### config.mk
export PLATFORM = sky130hd
export DESIGN_NAME = stepper_move_controller
export DESIGN_NICKNAME = d
export VERILOG_FILES = /design/src/rtl/smc_pkg.sv /design/src/rtl/smc_div.sv /design/src/rtl/smc_ctl.sv /design/src/rtl/smc_dp.sv /design/src/rtl/stepper_move_controller.sv
export SDC_FILE = /design/constraint.sdc
export NUM_CORES = 1
export LEC_CHECK = 0
export ABC_AREA = 0
export BUFFER_PORTS_ARGS = -buffer_cell sky130_fd_sc_hd__buf_4
export CAP_MARGIN = 10
export CORE_MARGIN = 4
export CORE_UTILIZATION = 61
export CTS_BUF_LIST = sky130_fd_sc_hd__clkbuf_8
export DETAILED_ROUTE_END_ITERATION = 8
export PLACE_DENSITY_LB_ADDON = 0.2
export SLEW_MARGIN = 20
export SYNTH_ARGS = -nofsm -noshare
export SYNTH_HDL_FRONTEND = slang
export SYNTH_SLANG_ARGS = --single-unit
### constraint.sdc
create_clock -name clock -period 8.5 [get_ports clock]
set_input_delay 0.425 -clock clock [delete_from_list [all_inputs] [get_ports clock]]
set_output_delay 0.425 -clock clock [all_outputs]
set_load 0.01 [all_outputs]
### src/rtl/smc_pkg.sv
// Stepper move controller: shared types, codes and constants.
// Used by every module of the stepper move controller; depends on nothing.
package smc_pkg;

   localparam int CMD_W     = 2;
   localparam int MM_W      = 10;
   localparam int SPM_W     = 11;
   localparam int MAXS_W    = 16;
   localparam int POS_W     = 18;
   localparam int GOAL_W    = 21;
   localparam int CNT_W     = 20;
   localparam int TRAVEL_W  = 17;
   localparam int STAT_W    = 2;
   localparam int CSR_IDX_W = 2;
   localparam int CSR_DAT_W = 16;
   localparam int DIV_STEPS = CNT_W;
   localparam int DIV_CNT_W = $clog2(DIV_STEPS);

   localparam logic [CMD_W-1:0] CMD_TICK = 2'd0;
   localparam logic [CMD_W-1:0] CMD_MOVE = 2'd1;
   localparam logic [CMD_W-1:0] CMD_HOME = 2'd2;

   localparam logic [STAT_W-1:0] STAT_NONE      = 2'd0;
   localparam logic [STAT_W-1:0] STAT_HOME_OK   = 2'd1;
   localparam logic [STAT_W-1:0] STAT_HOME_FAIL = 2'd2;

   localparam logic [CSR_IDX_W-1:0] CSR_STEPS_PER_MM = 2'd0;
   localparam logic [CSR_IDX_W-1:0] CSR_MAX_STEPS    = 2'd1;
   localparam logic [CSR_IDX_W-1:0] CSR_ENDSTOP_LVL  = 2'd2;

   localparam logic [SPM_W-1:0]  SPM_RESET  = 11'd80;
   localparam logic [MAXS_W-1:0] MAXS_RESET = 16'd10000;

   localparam logic [CNT_W-1:0] PULSE_TIME     = 20'd200;
   localparam logic [CNT_W-1:0] MIN_QUOTIENT   = 20'd400;
   localparam logic [CNT_W-1:0] DIV_DIVIDEND   = 20'd1000000;
   localparam logic [CNT_W-1:0] SEEK_PERIOD    = 20'd500;
   localparam logic [CNT_W-1:0] BACKOFF_PERIOD = 20'd3200;

   typedef enum logic [1:0] {
      MODE_IDLE    = 2'd0,
      MODE_MOVE    = 2'd1,
      MODE_SEEK    = 2'd2,
      MODE_BACKOFF = 2'd3
   } mode_type;

   typedef enum logic [2:0] {
      ST_IDLE,
      ST_EXEC,
      ST_CHK,
      ST_DIV
   } ctl_state_type;

   typedef enum logic [2:0] {
      DP_NOP,
      DP_LATCH,
      DP_MUL,
      DP_REPORT,
      DP_DIV_START,
      DP_EXEC,
      DP_MOVE_FIN
   } dp_op_type;

   typedef struct packed {
      logic is_move;
      logic goal_eq_pos;
      logic div_done;
   } dp_status_type;

endpackage

### src/rtl/smc_div.sv
// Stepper move controller: restoring divider, constant dividend over a divisor.
// One quotient bit per cycle. Depends on smc_pkg.
module smc_div (
   input  logic                        clock,
   input  logic                        reset,
   input  logic                        start,
   input  logic [smc_pkg::GOAL_W-1:0]  divisor,
   output logic                        done,
   output logic [smc_pkg::CNT_W-1:0]   quotient
);
   import smc_pkg::*;

   logic                  active_ff, active_in;
   logic                  done_ff, done_in;
   logic [DIV_CNT_W-1:0]  cnt_ff, cnt_in;
   logic [CNT_W-1:0]      quo_ff, quo_in;
   logic [GOAL_W-1:0]     rem_ff, rem_in;
   logic [GOAL_W-1:0]     dvs_ff, dvs_in;
   logic [GOAL_W:0]       shifted;
   logic [GOAL_W:0]       diff;

   always_comb begin
      active_in = active_ff;
      done_in   = 1'b0;
      cnt_in    = cnt_ff;
      quo_in    = quo_ff;
      rem_in    = rem_ff;
      dvs_in    = dvs_ff;
      shifted   = {rem_ff, quo_ff[CNT_W-1]};
      diff      = shifted - {1'b0, dvs_ff};
      if (start) begin
         active_in = 1'b1;
         cnt_in    = '0;
         quo_in    = DIV_DIVIDEND;
         rem_in    = '0;
         dvs_in    = divisor;
      end else if (active_ff) begin
         if (!diff[GOAL_W]) begin
            rem_in = diff[GOAL_W-1:0];
            quo_in = {quo_ff[CNT_W-2:0], 1'b1};
         end else begin
            rem_in = shifted[GOAL_W-1:0];
            quo_in = {quo_ff[CNT_W-2:0], 1'b0};
         end
         if (cnt_ff == DIV_CNT_W'(DIV_STEPS - 1)) begin
            active_in = 1'b0;
            done_in   = 1'b1;
         end else begin
            cnt_in = cnt_ff + DIV_CNT_W'(1);
         end
      end
   end

   always_ff @(posedge clock) begin
      if (reset) begin
         active_ff <= 1'b0;
         done_ff   <= 1'b0;
         cnt_ff    <= '0;
      end else begin
         active_ff <= active_in;
         done_ff   <= done_in;
         cnt_ff    <= cnt_in;
      end
      quo_ff <= quo_in;
      rem_ff <= rem_in;
      dvs_ff <= dvs_in;
   end

   assign done     = done_ff;
   assign quotient = quo_ff;

endmodule

### src/rtl/smc_ctl.sv
// Stepper move controller: sequencing state machine and result valid flag.
// Drives datapath operations; depends on smc_pkg.
module smc_ctl (
   input  logic                   clock,
   input  logic                   reset,
   input  logic                   req_valid,
   output logic                   req_ready,
   output logic                   rsp_valid,
   input  logic                   rsp_ready,
   output smc_pkg::dp_op_type     dp_op,
   input  smc_pkg::dp_status_type dp_status
);
   import smc_pkg::*;

   ctl_state_type state_ff, state_in;
   logic          rsp_valid_ff, rsp_valid_in;
   logic          load_rsp;

   always_ff @(posedge clock) begin
      if (reset) begin
         state_ff     <= ST_IDLE;
         rsp_valid_ff <= 1'b0;
      end else begin
         state_ff     <= state_in;
         rsp_valid_ff <= rsp_valid_in;
      end
   end

   always_comb begin
      state_in  = state_ff;
      dp_op     = DP_NOP;
      req_ready = 1'b0;
      load_rsp  = 1'b0;
      case (state_ff)
         ST_IDLE: begin
            req_ready = !rsp_valid_ff || rsp_ready;
            if (req_valid && req_ready) begin
               dp_op    = DP_LATCH;
               state_in = ST_EXEC;
            end
         end
         ST_EXEC: begin
            if (dp_status.is_move) begin
               dp_op    = DP_MUL;
               state_in = ST_CHK;
            end else begin
               dp_op    = DP_EXEC;
               load_rsp = 1'b1;
               state_in = ST_IDLE;
            end
         end
         ST_CHK: begin
            if (dp_status.goal_eq_pos) begin
               dp_op    = DP_REPORT;
               load_rsp = 1'b1;
               state_in = ST_IDLE;
            end else begin
               dp_op    = DP_DIV_START;
               state_in = ST_DIV;
            end
         end
         ST_DIV: begin
            if (dp_status.div_done) begin
               dp_op    = DP_MOVE_FIN;
               load_rsp = 1'b1;
               state_in = ST_IDLE;
            end
         end
         default: begin
            state_in = ST_IDLE;
         end
      endcase
      if (load_rsp) begin
         rsp_valid_in = 1'b1;
      end else if (rsp_ready) begin
         rsp_valid_in = 1'b0;
      end else begin
         rsp_valid_in = rsp_valid_ff;
      end
   end

   assign rsp_valid = rsp_valid_ff;

endmodule

### src/rtl/smc_dp.sv
// Stepper move controller: config registers, motion state, result register.
// Depends on smc_pkg and instantiates smc_div.
module smc_dp (
   input  logic                           clock,
   input  logic                           reset,
   input  smc_pkg::dp_op_type             dp_op,
   output smc_pkg::dp_status_type         dp_status,
   input  logic [smc_pkg::CMD_W-1:0]      req_command,
   input  logic [smc_pkg::MM_W-1:0]       req_target_mm,
   input  logic [smc_pkg::MM_W-1:0]       req_speed_mms,
   input  logic                           req_home_dir,
   input  logic                           req_endstop,
   input  logic                           csr_write,
   input  logic [smc_pkg::CSR_IDX_W-1:0]  csr_index,
   input  logic [smc_pkg::CSR_DAT_W-1:0]  csr_data,
   output logic                           rsp_step_pulse,
   output logic                           rsp_direction,
   output logic                           rsp_enable,
   output logic signed [smc_pkg::POS_W-1:0] rsp_position,
   output logic                           rsp_busy_res,
   output logic [smc_pkg::STAT_W-1:0]     rsp_status
);
   import smc_pkg::*;

   // configuration
   logic [SPM_W-1:0]    spm_ff;
   logic [MAXS_W-1:0]   maxs_ff;
   logic                esl_ff;

   // motion state
   logic [POS_W-1:0]    pos_ff, pos_in;
   logic [GOAL_W-1:0]   goal_ff, goal_in;
   logic [CNT_W-1:0]    intv_ff, intv_in;
   logic [CNT_W-1:0]    tick_ff, tick_in;
   mode_type            mode_ff, mode_in;
   logic                dir_ff, dir_in;
   logic [TRAVEL_W-1:0] travel_ff, travel_in;
   logic                hdir_ff, hdir_in;

   // latched beat and products
   logic [CMD_W-1:0]    cmd_ff;
   logic [MM_W-1:0]     tmm_ff;
   logic [MM_W-1:0]     smm_ff;
   logic                bhdir_ff;
   logic                endstop_ff;
   logic [GOAL_W-1:0]   goal_prod_ff;
   logic [GOAL_W-1:0]   rate_ff;
   logic [GOAL_W-1:0]   rate_prod;

   // result values, loaded into the rsp registers
   logic                step_res;
   logic [STAT_W-1:0]   stat_res;

   // divider
   logic                div_done;
   logic [CNT_W-1:0]    quotient;

   // helpers
   logic                hit;
   logic [POS_W-1:0]    pos_inc;
   logic [POS_W-1:0]    pos_dec;
   logic [POS_W-1:0]    move_pos;
   logic [CNT_W-1:0]    tick_inc;
   logic                goal_gt_pos;
   logic                act_dir;
   logic [TRAVEL_W-1:0] travel_next;
   logic [CNT_W-1:0]    period;
   logic                load_rsp;

   smc_div u_div (
      .clock    (clock),
      .reset    (reset),
      .start    (dp_op == DP_DIV_START),
      .divisor  (rate_ff),
      .done     (div_done),
      .quotient (quotient)
   );

   assign hit         = (endstop_ff == esl_ff);
   assign pos_inc     = pos_ff + POS_W'(1);
   assign pos_dec     = pos_ff - POS_W'(1);
   assign move_pos    = dir_ff ? pos_inc : pos_dec;
   assign tick_inc    = tick_ff + CNT_W'(1);
   assign goal_gt_pos = pos_ff[POS_W-1] ||
                        (goal_prod_ff > GOAL_W'(pos_ff));
   assign rate_prod   = GOAL_W'(smm_ff) * GOAL_W'(spm_ff);

   assign dp_status.is_move     = (cmd_ff == CMD_MOVE);
   assign dp_status.goal_eq_pos = !pos_ff[POS_W-1] &&
                                  (goal_prod_ff == GOAL_W'(pos_ff));
   assign dp_status.div_done    = div_done;

   always_comb begin
      pos_in      = pos_ff;
      goal_in     = goal_ff;
      intv_in     = intv_ff;
      tick_in     = tick_ff;
      mode_in     = mode_ff;
      dir_in      = dir_ff;
      travel_in   = travel_ff;
      hdir_in     = hdir_ff;
      step_res    = 1'b0;
      stat_res    = STAT_NONE;
      act_dir     = (mode_ff == MODE_SEEK && hit) ? !hdir_ff : dir_ff;
      travel_next = ((mode_ff == MODE_SEEK && hit) ? '0 : travel_ff) + TRAVEL_W'(1);
      period      = BACKOFF_PERIOD;
      case (dp_op)
         DP_EXEC: begin
            case (cmd_ff)
               CMD_HOME: begin
                  hdir_in   = bhdir_ff;
                  dir_in    = bhdir_ff;
                  travel_in = '0;
                  tick_in   = '0;
                  mode_in   = MODE_SEEK;
               end
               CMD_TICK: begin
                  case (mode_ff)
                     MODE_MOVE: begin
                        if (tick_inc > intv_ff) begin
                           tick_in = '0;
                           if (hit) begin
                              mode_in = MODE_IDLE;
                           end else begin
                              pos_in   = move_pos;
                              step_res = 1'b1;
                              if (move_pos[POS_W-1] || move_pos == '0 ||
                                  move_pos[TRAVEL_W-1:0] >= TRAVEL_W'(maxs_ff) ||
                                  goal_ff == GOAL_W'(move_pos)) begin
                                 mode_in = MODE_IDLE;
                              end
                           end
                        end else begin
                           tick_in = tick_inc;
                        end
                     end
                     MODE_SEEK, MODE_BACKOFF: begin
                        if (tick_ff == '0) begin
                           if (mode_ff == MODE_BACKOFF && !hit) begin
                              dir_in   = hdir_ff;
                              mode_in  = MODE_IDLE;
                              pos_in   = '0;
                              stat_res = STAT_HOME_OK;
                           end else begin
                              dir_in    = act_dir;
                              pos_in    = act_dir ? pos_inc : pos_dec;
                              step_res  = 1'b1;
                              travel_in = travel_next;
                              if (hit) begin
                                 mode_in = MODE_BACKOFF;
                              end
                              if (travel_next >= TRAVEL_W'(maxs_ff)) begin
                                 mode_in  = MODE_IDLE;
                                 stat_res = STAT_HOME_FAIL;
                              end
                           end
                        end
                        if (mode_in == MODE_SEEK) begin
                           period = SEEK_PERIOD;
                        end
                        if (tick_inc >= period || mode_in == MODE_IDLE) begin
                           tick_in = '0;
                        end else begin
                           tick_in = tick_inc;
                        end
                     end
                     default: begin
                     end
                  endcase
               end
               default: begin
               end
            endcase
         end
         DP_MOVE_FIN: begin
            goal_in = goal_prod_ff;
            dir_in  = goal_gt_pos;
            intv_in = (quotient < MIN_QUOTIENT) ? PULSE_TIME : quotient - PULSE_TIME;
            tick_in = '0;
            mode_in = MODE_MOVE;
         end
         default: begin
         end
      endcase
   end

   assign load_rsp = (dp_op == DP_EXEC) || (dp_op == DP_REPORT) ||
                     (dp_op == DP_MOVE_FIN);

   always_ff @(posedge clock) begin
      if (reset) begin
         spm_ff    <= SPM_RESET;
         maxs_ff   <= MAXS_RESET;
         esl_ff    <= 1'b0;
         pos_ff    <= '0;
         goal_ff   <= '0;
         intv_ff   <= '0;
         tick_ff   <= '0;
         mode_ff   <= MODE_IDLE;
         dir_ff    <= 1'b1;
         travel_ff <= '0;
         hdir_ff   <= 1'b0;
      end else begin
         if (csr_write) begin
            case (csr_index)
               CSR_STEPS_PER_MM: spm_ff  <= csr_data[SPM_W-1:0];
               CSR_MAX_STEPS:    maxs_ff <= csr_data[MAXS_W-1:0];
               CSR_ENDSTOP_LVL:  esl_ff  <= csr_data[0];
               default: begin
               end
            endcase
         end
         pos_ff    <= pos_in;
         goal_ff   <= goal_in;
         intv_ff   <= intv_in;
         tick_ff   <= tick_in;
         mode_ff   <= mode_in;
         dir_ff    <= dir_in;
         travel_ff <= travel_in;
         hdir_ff   <= hdir_in;
      end
   end

   always_ff @(posedge clock) begin
      if (dp_op == DP_LATCH) begin
         cmd_ff     <= req_command;
         tmm_ff     <= req_target_mm;
         smm_ff     <= req_speed_mms;
         bhdir_ff   <= req_home_dir;
         endstop_ff <= req_endstop;
      end
      if (dp_op == DP_MUL) begin
         goal_prod_ff <= GOAL_W'(tmm_ff) * GOAL_W'(spm_ff);
         rate_ff      <= (rate_prod == '0) ? GOAL_W'(1) : rate_prod;
      end
      if (load_rsp) begin
         rsp_step_pulse <= step_res;
         rsp_direction  <= dir_in;
         rsp_enable     <= (mode_in != MODE_IDLE);
         rsp_busy_res   <= (mode_in != MODE_IDLE);
         rsp_position   <= signed'(pos_in);
         rsp_status     <= stat_res;
      end
   end

endmodule

### src/rtl/stepper_move_controller.sv
// Stepper move controller top level: step/direction generation with homing.
// Depends on smc_pkg; instantiates smc_ctl and smc_dp.
//
//   channel  handshake              payload
//   req      req_valid/req_ready    command, target_mm, speed_mms, home_dir, endstop
//   rsp      rsp_valid/rsp_ready    step_pulse, direction, enable, position,
//                                   busy_res, status
//   csr      csr_valid/csr_ready    csr_index, csr_data (always ready)
//
// Tick, home and unused-command beats go from ST_IDLE through ST_EXEC back to ST_IDLE.
// A move beat goes through ST_EXEC and ST_CHK, back to ST_IDLE if the goal equals the
// position, else on through ST_DIV, where the divide runs one quotient bit per cycle.
// The next req beat is taken in ST_IDLE while the rsp register is empty or being drained.
// Synchronous reset restores the register defaults and an idle motor; no clearing pass.
module stepper_move_controller (
   input  logic                              clock,
   input  logic                              reset,
   input  logic                              req_valid,
   output logic                              req_ready,
   input  logic [smc_pkg::CMD_W-1:0]         req_command,
   input  logic [smc_pkg::MM_W-1:0]          req_target_mm,
   input  logic [smc_pkg::MM_W-1:0]          req_speed_mms,
   input  logic                              req_home_dir,
   input  logic                              req_endstop,
   output logic                              rsp_valid,
   input  logic                              rsp_ready,
   output logic                              rsp_step_pulse,
   output logic                              rsp_direction,
   output logic                              rsp_enable,
   output logic signed [smc_pkg::POS_W-1:0]  rsp_position,
   output logic                              rsp_busy_res,
   output logic [smc_pkg::STAT_W-1:0]        rsp_status,
   input  logic                              csr_valid,
   output logic                              csr_ready,
   input  logic [smc_pkg::CSR_IDX_W-1:0]     csr_index,
   input  logic [smc_pkg::CSR_DAT_W-1:0]     csr_data
);
   import smc_pkg::*;

   dp_op_type     dp_op;
   dp_status_type dp_status;

   assign csr_ready = 1'b1;

   smc_ctl u_ctl (
      .clock     (clock),
      .reset     (reset),
      .req_valid (req_valid),
      .req_ready (req_ready),
      .rsp_valid (rsp_valid),
      .rsp_ready (rsp_ready),
      .dp_op     (dp_op),
      .dp_status (dp_status)
   );

   smc_dp u_dp (
      .clock          (clock),
      .reset          (reset),
      .dp_op          (dp_op),
      .dp_status      (dp_status),
      .req_command    (req_command),
      .req_target_mm  (req_target_mm),
      .req_speed_mms  (req_speed_mms),
      .req_home_dir   (req_home_dir),
      .req_endstop    (req_endstop),
      .csr_write      (csr_valid && csr_ready),
      .csr_index      (csr_index),
      .csr_data       (csr_data),
      .rsp_step_pulse (rsp_step_pulse),
      .rsp_direction  (rsp_direction),
      .rsp_enable     (rsp_enable),
      .rsp_position   (rsp_position),
      .rsp_busy_res   (rsp_busy_res),
      .rsp_status     (rsp_status)
   );

endmodule

==> results of run 1 <==
==> power by group <==
part	switching, mW	total (mW)	internal (mW)	leakage, nW
combinational	0.950	1.69	0.744	8.55
clock	0.602	1.28	0.678	0.581
sequential	0.136	1.72	1.59	2.50
total	1.69	4.70	3.01	11.6
==> critical path, delay by kind of cell, from the launching register on <==
family          cells  cell delay [ps]
fa+ha+maj           3              900
buf+inv             2              480
simple gates       14             3300
compound gates      9             2060
flops               1              310
==> final timing paths <==
check	start	to	cells after the start
worst min-delay path	csr_data[11]	u_dp.maxs_ff[11]	3
worst max-delay path	u_dp.mode_ff[1]	u_dp.tick_ff[5]	28
worst max register to register	u_dp.mode_ff[1]	u_dp.tick_ff[5]	28
worst min register to register	u_dp.rate_ff[10]	u_dp.u_div.dvs_ff[10]	0
==> flip-flops by register name, summed over array words and instances (netlist names), 20 cells and up <==
register,flops
u_dp.u_div.rem_ff,21
u_dp.u_div.dvs_ff,21
u_dp.rate_ff,21
u_dp.u_div.quotient,20
u_dp.intv_ff,20
u_dp.goal_prod_ff,21
u_dp.tick_ff,20
u_dp.goal_ff,21
==> logic make-up after synthesis <==
kind of cell / after synthesis / synth area share
xor gates and xnor gates: 131 / 0.0517
muxes: 45 / 0.0188
and+or+nand+nor: 974 / 0.201
adders and majority gates: 360 / 0.231
other: 1 / 0.000156
DFF: 289 / 0.286
AOI/OAI and AO/OA: 533 / 0.147
buffers and inverters: 408 / 0.0647
==> routing by layer <==
metal / GRT usage / vias to the layer above
li1: - / 9585
met1: 0.435 / 9937
met2: 0.509 / 918
met3: 0.0511 / 147
met4: 0.106 / 2
met5: 0 / -
==> Yosys cell counts, types with 10 or more instances <==
cell type  count
nand4_1       39
o31ai_1       17
a22oi_1       29
nand3_1       83
a31oi_1       12
fa_1         141
a211oi_1      18
nor2_1       155
a21oi_1      172
edfxtp_1     110
and2_1       108
xor2_1        42
nand3b_1      13
nor4_1        30
or3_1         20
nor3_1        71
buf_2         13
clkbuf_1     126
a22o_1        15
mux2i_1       44
nand2_1      325
nand2b_1      20
inv_1        251
or2_2         10
dfxtp_1      179
o211ai_1      15
ha_1         218
o21a_1        24
buf_1         11
and3_1        24
o21ai_0       90
xnor2_1       82
nor2b_1       29
a21o_1        30
==> repair_timing <==
item,4_1_cts,5_1_grt
hold buffers,28,0
gates resized for setup,0,0
endpoints found under the hold margin,28,0
==> through the flow <==
step           instances  instance area [µm²]  power (mW)
2_1_floorplan       2741                24100        3.02
3_3_place_gp        3205                24900        3.34
3_5_place_dp        3205                24900        3.41
4_1_cts             3326                26200        4.72
5_1_grt             3326                26200        5.01
6_report            3327                26200        4.70
==> layout make-up <==
class	instances	area, µm²	share of cell area
inverters	255	957	0.0366
multi-input cells	2044	15600	0.597
well taps	518	648	0.0248
repair buffers	127	1020	0.0391
diodes	1	2.50	0.0000956
clock buffers	60	826	0.0316
clock inverters	33	193	0.00736
flip-flops and latches	289	6890	0.263
==> reports/metrics.cfg, run 1 <==
[routing]
drtPass1Iterations = 6
num_vias = 20589
top_layer_used = met5
ant_nets = 0
drt_iter0_markers = 1602
drt-total-wl_mm = 67.0
met2_length_mm = 31.0
post_drt_wl_per_cell_um = 20.1
wl_met3_mm = 5.80
drc = 0
wl_met1_mm = 28.0
avgViaCountPerCell = 6.19

[floorplanning]
die_area_um2 = 42700
initial_core_util = 0.619
std_cell_rows = 72
die_y_um = 207
die_x_um = 207
coreArea_um2 = 38800
io_pins = 74

[cts]
cts_buffer_depth = 3
clkSlewWorstSetupHoldPaths_ps = 70
cts_tree = yes
clock_latency_ps = 640
root_buffer = clkbuf_8
numClockSinks = 289
post_cts_buffers = 0
cts-buffers-inserted = 50
h-tree-depth = 2

[yosys]
synth_nets = 3147
synthArstFlopShare = 0
syn_inst = 2741
synth-seq-area-share = 0.286
synth_edf_count = 110
synthFlopType = dfxtp_1
netlist_area_um2 = 24100
ys_top_cells_by_area = dfxtp_1 15%, edfxtp_1 14%, fa_1 12%
synth_top_area_cell = dfxtp_1
synth.top_cell.area_share = 0.149
ys_types = 95
syn_avg_cell_area_um2 = 8.78
ys_ff_latch = 289
ys.warnings.count = 0

[finish]
layout_commonest_cell = nand2_1
final_util = 0.674
layout-drive-gt1-share = 0.0748
syn_to_final_growth_pct = 8.79
fillCellCount = 3112
final_nets = 3173
final_cell_mix = 325 x nand2_1, 267 x inv_1, 218 x ha_1

[hold_path]
min_path_type = in2reg

[setup_path]
cp-start-kind = flop
end_kind = flop
worst-r2r-setup-slack_ps = 1370
crit_fanout = 35
cp.arrival_ps = 7710
crit_type = reg2reg
required_ps = 9070
cpPeakStageDelay_ps = 630
slowest_stage = nor2_1
crit_top_cell = nor2_1

[timing]
slew_headroom = 0.243
fmax_mhz = 140
finalHoldViolations = 0
setup-violations-final = 0
hold_ws_ps = 34.6
skew_ps = 30.3
rsz0062_at_grt = no
worstMarginPinSlew_ps = 1130
slew_viol_final = 0
setup_tns_ps = 0
fin_crit_sh = 0.839
layout_setup_ws_ps = 1370
period_needed_ps = 7130

[place]
place_congestion = 1.01
dp_hpwl_mm = 50.1
port_buffers = 72
pre_cts_slack_ps = 1510

[status]
status = finished, final reports clean

[global_routing]
antenna_found_initial = 3
grt_pass1_vias = 20284
grt_usage = 0.315
overflow = 0
grt_max_degree = 75
grt_pass1_wl_mm = 107

[power]
power_density_nw_per_um2 = 180
ir_worst_vdd_uv = 174
power.leakage_nw = 11.6

[flow_run]
drv_cap = 0

Note: power is estimated with default switching activity, not from simulation.
==> inputs of run 2 (changes only) <==
- CORE_UTILIZATION: 61 -> 59
- clock period: 8.5 -> 6.5 ns (I/O delays scaled with it)
==> run 2 against run 1 <==
Clock power up 41%; design area is 1.4% higher; via count decreased by 1.3%; fmax is 13% higher; clock-buffer cell count decreased by 4.
==> reports/metrics.cfg, run 2 (synthesis results as in run 1) <==
[setup_path]
cpPeakStageDelay_ps = 560  ; -70 ps
crit_top_cell = fa_1
required_ps = 6980  ; -2090 ps
end_kind = flop
cp.arrival_ps = 6770  ; -940 ps
critPathTopFamily = adder cells
crit_fanout = 11  ; -69%
path_buf_inv = 3  ; +1
crit_type = reg2reg
critical_path.cell_chain = nand2_1 -> fa_1 -> fa_1 -> inv_1 -> ha_1 -> inv_1 -> fa_1 -> inv_1 -> fa_1 -> ha_4 -> nand3_1 -> o211ai_2 -> nor2_1 -> xnor2_1 -> or4_1 -> or4_1 -> or4b_1 -> or4_1 -> o31ai_2
slowest_stage = edfxtp_1
cp-start-kind = flop

[floorplanning]
die_y_um = 210  ; +1.6%
std_cell_rows = 73  ; +1.4%
coreArea_um2 = 40000  ; +3.0%
die_area_um2 = 44100  ; +3.3%
die_x_um = 210  ; +1.6%
initial_core_util = 0.601  ; -0.0183
io_pins = 74  ; unchanged

[routing]
drt_iter0_markers = 1722  ; +7.5%
avgViaCountPerCell = 6.03  ; -2.5%
drc = 0  ; unchanged
post_drt_wl_per_cell_um = 19.4  ; -3.4%
drtPass1Iterations = 5  ; -1
drt-total-wl_mm = 65.5  ; -2.2%
num_vias = 20325  ; -1.3%
ant_nets = 0  ; unchanged

[place]
port_buffers = 72  ; unchanged
place_congestion = 0.994  ; -1.8%
place_inst = 3233  ; +0.87%
dp_hpwl_mm = 49.8  ; -0.63%
placed_area_um2 = 25000  ; +0.67%
pre_cts_slack_ps = 150  ; -1360 ps

[cts]
cts_tree = yes
clkSlewWorstSetupHoldPaths_ps = 60  ; about the same
numClockSinks = 289  ; unchanged
root_buffer = clkbuf_8
h-tree-depth = 2  ; unchanged
cts_buffer_depth = 3  ; unchanged
cts-buffers-inserted = 50  ; unchanged
clock_latency_ps = 640  ; about the same

[timing]
slew_viol_final = 0  ; unchanged
rsz0062_at_grt = no
finalHoldViolations = 0  ; unchanged
worstMarginPinSlew_ps = 1110  ; -21.9 ps
slew_headroom = 0.259  ; +0.0158
skew_ps = 15.3  ; -15.0 ps
period_needed_ps = 6290  ; -844 ps
layout_setup_ws_ps = 210  ; -1160 ps
setup-violations-final = 0  ; unchanged
fmax_mhz = 159  ; +13%
fin_crit_sh = 0.968  ; +0.128
setup_tns_ps = 0  ; unchanged

[global_routing]
overflow = 0  ; unchanged
grt_pass1_wl_mm = 106  ; -1.3%
grt_max_degree = 81  ; +8.0%
grt_usage = 0.295  ; -0.0201
antenna_found_initial = 2  ; -1
grt_pass1_vias = 20286  ; +0.0099%

[hold_path]
min_path_type = in2reg

[power]
total_power_mw = 6.26  ; +33%
power.leakage_nw = 11.8  ; +1.3%
ir_worst_vdd_uv = 172  ; -1.1%
power_density_nw_per_um2 = 236  ; +32%

[finish]
syn_to_final_growth_pct = 10.3
layout-drive-gt1-share = 0.0823  ; +0.00755
final_nets = 3206  ; +1.0%
final_cell_mix = 325 x nand2_1, 258 x inv_1, 217 x ha_1
fillCellCount = 3317  ; +6.6%
final_cell_count_no_fill = 3368  ; +1.2%
layout_commonest_cell = nand2_1
postLayoutCellArea_um2 = 26500  ; +1.4%

[status]
status = finished, final reports clean

[flow_run]
drv_cap = 0  ; unchanged

## run 2: cell types whose count changed in the layout (fill, tap and decap cells not counted), sizes merged
cell / delta
buf: +21
inv: -8
clkbuf: -4
dlygate4sd3: +12
clkinv: +9
bufinv: +4
## run 2: timing repair
| action | 4_1_cts | 5_1_grt |
|---|---|---|
| gates resized for setup | 0 | 4 |
| setup endpoints to repair | 0 | 2 |
| endpoints found under the hold margin | 50 | 0 |
| hold buffers | 40 | 0 |
| buffers inserted | 0 | 0 |
## run 2: layout make-up
class,instances,area (µm²),area share
clock buffer,56,771,0.0291
multi-input combinational,2044,15600,0.589
antenna,1,2.50,0.0000943
clock inverter,38,314,0.0118
timing repair buffer,160,1300,0.0491
inverter,255,957,0.0361
sequential,289,6890,0.260
tap,525,657,0.0248
## run 2: final timing paths
path,from,to,slack [ps],depth (start not counted)
worst max-delay path,u_dp.smm_ff[3],u_dp.rate_ff[0],210,19
worst min-delay path,rsp_ready,u_ctl.rsp_valid,70,3
worst max register to register,u_dp.smm_ff[3],u_dp.rate_ff[0],210,19
worst min register to register,u_dp.rate_ff[20],u_dp.u_div.dvs_ff[20],410,0
## run 2: worst register-to-register path, stage by stage (launching register included)
cell      delay [ps]
edfxtp_1         560
nand2_1          150
fa_1             530
fa_1             530
inv_1             60
ha_1             270
inv_1             50
fa_1             520
inv_1             50
fa_1             520
ha_4             320
nand3_1           80
o211ai_2         210
nor2_1            80
xnor2_1          130
or4_1            520
or4_1            470
or4b_1           470
or4_1            430
o31ai_2          180
## run 2: per-layer routing
layer	GRT usage	routed length, µm
met1	0.394	27900
met2	0.476	30300
met3	0.0562	4790
met4	0.117	2550
met5	0.00431	26
## run 2: where the power goes
part / internal (mW) / leakage (nW) / total (mW) / switching (mW)
Sequential: 2.08 / 2.50 / 2.25 / 0.177
Clock: 0.999 / 0.582 / 1.80 / 0.799
Combinational: 0.983 / 8.70 / 2.21 / 1.23
## run 2: through the flow
step / utilization / hold slack [ps]
5_1_grt: 0.663 / 48.3
2_1_floorplan: - / 400
6_report: 0.663 / 69.4
3_5_place_dp: 0.625 / 405
3_3_place_gp: 0.625 / 401
4_1_cts: 0.663 / 23.9
